<file path="src/rtl/core/slab_pkg.sv">
// package: constants, per-class tables and shared types for the slab allocator
`default_nettype none
package slab_pkg;
    localparam int NumPages     = 64;
    localparam int PageBytes    = 4096;
    localparam int HeaderBytes  = 20;
    localparam int PointerBytes = 4;
    localparam int NumClasses   = 9;
    localparam int NumLists     = NumClasses * 3;
    localparam int StackDepth   = (PageBytes - HeaderBytes) / (4 + PointerBytes);
    localparam int PageW        = $clog2(NumPages);
    localparam int PtrW         = PageW + 1;
    localparam int CountW       = $clog2(StackDepth + 1);
    localparam int SlotW        = $clog2(StackDepth);
    localparam int StackAddrW   = $clog2(NumPages * StackDepth);
    localparam int OffW         = $clog2(PageBytes);
    localparam int ListW        = $clog2(NumLists);
    localparam int ClassW       = 4;
    localparam int AddrW        = 18;
    localparam int LimitW       = 7;
    localparam int QDepth       = 2;

    // objects per page of each class
    localparam int PerSlab0 = (PageBytes - HeaderBytes) / ((4 << 0) + PointerBytes);
    localparam int PerSlab1 = (PageBytes - HeaderBytes) / ((4 << 1) + PointerBytes);
    localparam int PerSlab2 = (PageBytes - HeaderBytes) / ((4 << 2) + PointerBytes);
    localparam int PerSlab3 = (PageBytes - HeaderBytes) / ((4 << 3) + PointerBytes);
    localparam int PerSlab4 = (PageBytes - HeaderBytes) / ((4 << 4) + PointerBytes);
    localparam int PerSlab5 = (PageBytes - HeaderBytes) / ((4 << 5) + PointerBytes);
    localparam int PerSlab6 = (PageBytes - HeaderBytes) / ((4 << 6) + PointerBytes);
    localparam int PerSlab7 = (PageBytes - HeaderBytes) / ((4 << 7) + PointerBytes);
    localparam int PerSlab8 = (PageBytes - HeaderBytes) / ((4 << 8) + PointerBytes);

    // byte offset of slot 0 in a page of each class
    localparam int ObjBase0 = PageBytes - PerSlab0 * (4 << 0);
    localparam int ObjBase1 = PageBytes - PerSlab1 * (4 << 1);
    localparam int ObjBase2 = PageBytes - PerSlab2 * (4 << 2);
    localparam int ObjBase3 = PageBytes - PerSlab3 * (4 << 3);
    localparam int ObjBase4 = PageBytes - PerSlab4 * (4 << 4);
    localparam int ObjBase5 = PageBytes - PerSlab5 * (4 << 5);
    localparam int ObjBase6 = PageBytes - PerSlab6 * (4 << 6);
    localparam int ObjBase7 = PageBytes - PerSlab7 * (4 << 7);
    localparam int ObjBase8 = PageBytes - PerSlab8 * (4 << 8);

    localparam logic [PtrW-1:0] NoPage = PtrW'(NumPages);

    localparam logic [1:0] KindEmpty   = 2'd0;
    localparam logic [1:0] KindPartial = 2'd1;
    localparam logic [1:0] KindFull    = 2'd2;

    localparam logic [2:0] StOk       = 3'd0;
    localparam logic [2:0] StTooLarge = 3'd1;
    localparam logic [2:0] StNoPool   = 3'd2;
    localparam logic [2:0] StBadFree  = 3'd3;
    localparam logic [2:0] StAllFree  = 3'd4;

    // objects per page of a class
    function automatic logic [CountW-1:0] per_slab(input logic [ClassW-1:0] c);
        logic [CountW-1:0] r;
        case (c)
            4'd0: r = CountW'(PerSlab0);
            4'd1: r = CountW'(PerSlab1);
            4'd2: r = CountW'(PerSlab2);
            4'd3: r = CountW'(PerSlab3);
            4'd4: r = CountW'(PerSlab4);
            4'd5: r = CountW'(PerSlab5);
            4'd6: r = CountW'(PerSlab6);
            4'd7: r = CountW'(PerSlab7);
            4'd8: r = CountW'(PerSlab8);
            default: r = '0;
        endcase
        return r;
    endfunction

    // byte offset of slot 0 in the page
    function automatic logic [OffW:0] obj_base(input logic [ClassW-1:0] c);
        logic [OffW:0] r;
        case (c)
            4'd0: r = (OffW+1)'(ObjBase0);
            4'd1: r = (OffW+1)'(ObjBase1);
            4'd2: r = (OffW+1)'(ObjBase2);
            4'd3: r = (OffW+1)'(ObjBase3);
            4'd4: r = (OffW+1)'(ObjBase4);
            4'd5: r = (OffW+1)'(ObjBase5);
            4'd6: r = (OffW+1)'(ObjBase6);
            4'd7: r = (OffW+1)'(ObjBase7);
            4'd8: r = (OffW+1)'(ObjBase8);
            default: r = '0;
        endcase
        return r;
    endfunction

    typedef struct packed {
        logic                  is_free;
        logic                  too_large;
        logic [ClassW-1:0]     cls;
        logic [AddrW-1:0]      addr;
    } t_cmd;
endpackage
`default_nettype wire

</file>
<file path="src/rtl/core/slab_front.sv">
// front end: classifies requests and queues them for the engine
`default_nettype none
module slab_front import slab_pkg::*; (
    input  wire logic              i_clk,
    input  wire logic              i_rst_n,
    input  wire logic              push,
    output logic                   full,
    input  wire logic              i_mode,
    input  wire logic [15:0]       i_request_size,
    input  wire logic [AddrW-1:0]  i_object_address,
    output logic                   o_cmd_valid,
    output t_cmd                   o_cmd,
    input  wire logic              i_cmd_take
);
    t_cmd r_q [QDepth];
    logic [$clog2(QDepth)-1:0] r_wp, r_rp;
    logic [$clog2(QDepth):0]   r_cnt;
    t_cmd w_c;
    logic w_push, w_pop;

    always_comb begin
        w_c = '0;
        w_c.is_free = i_mode;
        w_c.addr = i_object_address;
        w_c.cls = ClassW'(NumClasses);
        for (int k = NumClasses - 1; k >= 0; k--)
            if ({16'd0, i_request_size} <= 32'(4 << k)) w_c.cls = ClassW'(k);
        w_c.too_large = !i_mode && (w_c.cls == ClassW'(NumClasses));
        if (w_c.too_large) w_c.cls = '0;
    end

    assign full = (r_cnt == ($clog2(QDepth)+1)'(QDepth));
    assign o_cmd_valid = (r_cnt != '0);
    assign o_cmd = r_q[r_rp];
    assign w_push = push && !full;
    assign w_pop = i_cmd_take && o_cmd_valid;

    always_ff @(posedge i_clk) begin
        if (!i_rst_n) begin
            r_wp <= '0; r_rp <= '0; r_cnt <= '0;
        end else begin
            if (w_push) r_wp <= r_wp + 1'b1;
            if (w_pop) r_rp <= r_rp + 1'b1;
            r_cnt <= r_cnt + ($clog2(QDepth)+1)'(w_push) - ($clog2(QDepth)+1)'(w_pop);
        end
        if (w_push) r_q[r_wp] <= w_c;
    end
endmodule
`default_nettype wire

</file>
<file path="config.mk">
export PLATFORM = sky130hd
export DESIGN_NAME = slab_front
export DESIGN_NICKNAME = d
export VERILOG_FILES = /design/src/rtl/core/slab_pkg.sv /design/src/rtl/core/slab_front.sv
export SDC_FILE = /design/constraint.sdc
export NUM_CORES = 1
export LEC_CHECK = 0
export ABC_AREA = 1
export BUFFER_PORTS_ARGS = -buffer_cell sky130_fd_sc_hd__buf_2
export CAP_MARGIN = 20
export CORE_MARGIN = 10
export CORE_UTILIZATION = 45
export DETAILED_ROUTE_END_ITERATION = 12
export PLACE_DENSITY = 0.73
export SLEW_MARGIN = 15
export SYNTH_ARGS = -nofsm -noshare
export SYNTH_HDL_FRONTEND = slang
export SYNTH_SLANG_ARGS = --single-unit
</file>
<file path="constraint.sdc">
create_clock -name i_clk -period 2.3 [get_ports i_clk]
set_clock_uncertainty 0.05 [all_clocks]
set_input_delay 0.46 -clock i_clk [delete_from_list [all_inputs] [get_ports i_clk]]
set_output_delay 0.46 -clock i_clk [all_outputs]
set_load 0.02 [all_outputs]
</file>
-- After elaboration in Yosys (flattened, before gate mapping)
Memory sizes are Yosys's and may differ from the RTL's. A register that Yosys moved wholly into a read port is not among the register bits.
Cells that the tools add are included.
- add/subtract/negate cells: 4
- order comparisons: 9
- equality and inequality tests: 2
- multiplexer cells: 14
- reduce and logical (&&, ||, !) cells: 6
- operators by type and width (cell ; number):
    $mux W4 ; 9
    $le A16 B10 Y1 const B ; 1
    $le A16 B11 Y1 const B ; 1
    $le A16 B3 Y1 const B ; 1
    $le A16 B4 Y1 const B ; 1
    $le A16 B5 Y1 const B ; 1
    $le A16 B6 Y1 const B ; 1
    $le A16 B7 Y1 const B ; 1
    $le A16 B8 Y1 const B ; 1
    $le A16 B9 Y1 const B ; 1
    $mux W1 ; 5
    $eq A4 B4 Y1 const B ; 1
    $logic_and A1 B1 Y1 ; 3
    $add A1 B1 Y1 const B ; 2
    $add A2 B1 Y2 ; 1
    $eq A2 B2 Y1 const B ; 1
    $logic_not A1 Y1 ; 2
    $reduce_bool A2 Y1 ; 1
    $sub A2 B1 Y2 ; 1
- register bits after elaboration: 4
- RAM bits: 48
- input port bits: 39
- output and inout bits: 26
- word-level logic and storage cells: 39
- memories: 1
- memory list (memory ; words ; width ; rd ports ; clocked after Yosys merged registers in ; write ports ; RTL line ; RTL):
    r_q ; 2 ; 24 ; 1 ; 1 ; 1 ; slab_front.sv:15 ; t_cmd r_q [QDepth];

-- Logic depth before layout (Yosys ltp)
- depth after elaboration: 13
- gate-level depth with buffers: 14
- gate-level depth less buffers: 14

-- Worst setup path after synthesis
OpenSTA, ideal clock, no wires.
- kind: input port to flip-flop
- from: input port push
- to: memory r_q[0][0] in the netlist's numbering, enable pin
- library setup time: 0.405 ns
- arrival time: 1.683 ns
- data required time: 1.845 ns
- slack: 0.162 ns
- cell stages on the path: 2
- path buffers: 0
- cells stage by stage: o21ai_0 nor2_1
- longest elaborated chain between the ends: 3
- ends and longest elaborated chain (element ; RTL line ; RTL):
    start: declaration ; slab_front.sv:6 ; input wire logic push,
    $logic_and A1 B1 Y1 ; slab_front.sv:35 ; assign w_push = push && !full;
    $mux W1 ; slab_front.sv:46 ; if (w_push) r_q[r_wp] <= w_c;
    $mux W1 (implied by the code) ; slab_front.sv:46 ;
    end: declaration ; slab_front.sv:15 ;
No other way between the ends.

==> summary.md <==
| Metric | Value |
|---|---|
| GRT Total Usage | 0.107 |
| Die width | 92.3 um |
| CTS Buf Count | 5 |
| Die Height | 92.3 um |
| R2R Path End | r_cnt[1] |
| Synth Instances | 189 |
| DR vias/cell | 4.73 |
| CP max FO | 15 |
| Port Buffers | 64 |
| Gr ovfl total | 0 |
| Slew @ Worst Pin | 0.619 ns |
| Via count | 1570 |
| DRT iter0 DRCs | 72 |
| DP Wirelength | 3470 um |
| Post-Syn Area per Cell | 12.4 sq um |
| Unrepaired setup endpoints after global routing | no |
| Drt wl/cell | 13.4 um |
| Status | complete, no violations |
| First-pass GRT wire length | 7350 um |
| Post-CTS sizing | 0 |
| Post-synth top area share | 0.613 |
| Post-synth net total | 230 |
| Hold_sp | i_object_address[7] |
| Clock Pin Slew Worst Setup and Hold Paths | 0.08 ns |
| Final Max Slew Viols | 0 |
| CTS tree | built |
| # Post-CTS Setup Buffers | 0 |
| DRT met1 WL | 1900 um |
| Ports | 65 |
| Internal power | 1.77 mW |
| Num rows | 26 |
| Min-Delay Path Class | input pin to flip-flop |
| Cell Count Post-Placement | 324 |
| Vias in the first global route | 1624 |
| Flop pwr share | 0.493 |
| Non-Filler Instances | 332 |
| WS Path Type | flip-flop to output port |
| Max-Slew Margin vs Limit | 0.583 |
| Net switching power | 0.799 mW |
| Mapped Area | 0.00235 sq mm |
| Critical path endpoint category | output port |
| Worst IR drop on VDD | 0.000384 V |
| Worst Path Required | 1.79 ns |
| Min Clock Period, post-route | 1.90 ns |
| Clk_lat worst skew | 0.29 ns |
| Pwr dens | 898 mW/mm^2 |
| Fillers | 463 |
| CP Launch Type | flip-flop |
| Top cells by area, synth | edfxtp_1, mux2_2, dfxtp_1 |
| Post-Route WL | 4460 um |
| Core Region | 0.00507 sq mm |
| Largest net degree at the start of global routing | 25 |
| P&R area growth vs syn | 21.7% |
| Layout Utilization | 0.563 |
| Worst-case reg-to-reg path depth | 8 |
| Routed wl met3 | 296 um |
| CTS H-tree lvls | 2 |
| Synth Warn # | 0 |
| Antenna viol nets, final | 0 |
| Worst R2R Start | r_cnt[1] |
| Die ar. | 0.00851 sq mm |
| Yosys reg bits | 53 |
| Initial Util | 0.463 |
| Ant diodes | 0 |
| Comb power frac | 0.322 |
| Final Hold Fails | 0 |
| Crit path to | o_cmd[4] |
| Distinct cells, synth | 25 |
| Fin crit share | 0.827 |
| Max Fclk | 526 MHz |
| Root Driver | clkbuf_8 |
| Leak Pwr | 1.14 nW |
| Flop-to-flop setup slack | 0.42 ns |
| Seq/Total Area, Yosys | 0.656 |
| TNS Setup | 0 ns |
| Area leader, netlist | edfxtp_1 |
| Setup violators final | 0 |
| Pre-Repair DR Iteration Count | 4 |
| Clock power share | 0.185 |
| Met2 WL post-DR | 2200 um |
| Clk buf depth | 2 |
| Initial antenna violation count | 0 |
| DRC errors left | 0 |
| Final nets | 302 |
| Worst EP arrival | 1.39 ns |
| Share of post-route cells with drive strength above 1 | 0.435 |
| Hold buffer count at cts | 0 |
| RD Place Congestion | 0.875 |
| Switching share of power | 0.311 |
| Max layer used | met4 |
| # clock sinks | 53 |
| Max Cap Viol | 0 |
[state kept, by name, indices dropped and copies added (netlist names), named ones only]
register	cells
r_rp	1
r_q	48
r_cnt	2
r_wp	1
[metal layers]
layer / GRT usage / vias to the layer above
met2: 0.186 / 45
met5: 0 / -
met3: 0.0399 / 4
met4: 0.0424 / 0
li1: - / 802
met1: 0.113 / 719
[cells in the final DEF (no fill, tap or decap), drive strengths merged]
cell type,netlist,routed
a2111oi,1,1
nand2,27,27
nor2,33,33
nor3,1,1
edfxtp,48,48
inv,20,20
nand3,5,5
clkbuf,1,8
dfxtp,5,5
nor4,1,1
or2,2,2
ha,2,2
xnor2,1,1
o21ai,7,7
nand4,3,3
o211ai,1,1
buf,2,68
a21oi,5,5
mux2,24,24
[layout make-up]
cell class,count,area [sq um],area share
inverter,20,75.1,0.0263
timing repair buffer,68,350,0.123
tap,70,87.6,0.0306
clock buffer,8,80.1,0.0280
multi-input combinational,113,724,0.253
sequential,53,1540,0.539
[cells by family (layout without fill, tap and decap cells)]
family / Yosys count / after routing / synth area share
mux: 24 / 24 / 0.115
simple gates: 72 / 72 / 0.143
compound gates: 14 / 14 / 0.0341
buf+inv: 23 / 96 / 0.0378
flops: 53 / 53 / 0.656
fa+ha+maj: 2 / 2 / 0.0106
xor+xnor: 1 / 1 / 0.00373
[power by group through the flow]
stage / clock network, mW / logic [mW] / registers [mW]
detailed placement: 0 / 0.843 / 1.29
finish: 0.475 / 0.826 / 1.27
CTS: 0.502 / 0.846 / 1.27
floorplan: 0 / 0.566 / 1.28
global route: 0.538 / 0.906 / 1.28
global placement: 0 / 0.832 / 1.28
[stage by stage]
stage | power [mW] | hold WS, ns | cell area (sq um) | setup WS [ns]
after floorplan | 1.85 | 0.375 | 2350 | 0.162
after global placement | 2.11 | 0.386 | 2780 | 0.452
after detailed placement | 2.13 | 0.392 | 2780 | 0.422
after CTS | 2.62 | 0.291 | 2860 | 0.365
after global routing | 2.73 | 0.286 | 2860 | 0.276
final | 2.57 | 0.305 | 2860 | 0.398
[cell usage after synthesis]
master     number
nor2_2          4
inv_2           2
xnor2_1         1
o211ai_1        1
nor2_1         26
clkbuf_1        1
nor2_4          3
inv_1          18
o21ai_0         7
nand2_2         4
ha_1            2
mux2_2         24
nand3_1         5
nor3_1          1
or2_2           1
a21oi_2         1
nand2_1        23
or2_1           1
a21oi_1         4
a2111oi_0       1
edfxtp_1       48
nand4_1         3
nor4_1          1
dfxtp_1         5
buf_2           2
[worst max-delay path, cell delays in order (launching register included)]
cell and delay [ns]:
dfxtp_1 0.34, buf_4 0.23, mux2_2 0.37, buf_2 0.16
[worst min-delay path by stage]
stage / slack (ns) / cells after the start / to
finish: 0.30 / 1 / r_q[1][7]
CTS: 0.29 / 1 / r_q[1][15]
floorplan: 0.38 / 1 / flip-flop
global placement: 0.39 / 1 / r_rp
global route: 0.29 / 1 / r_q[0][14]
detailed placement: 0.39 / 1 / r_rp
No activity file was read; power rests on OpenSTA's default activity.
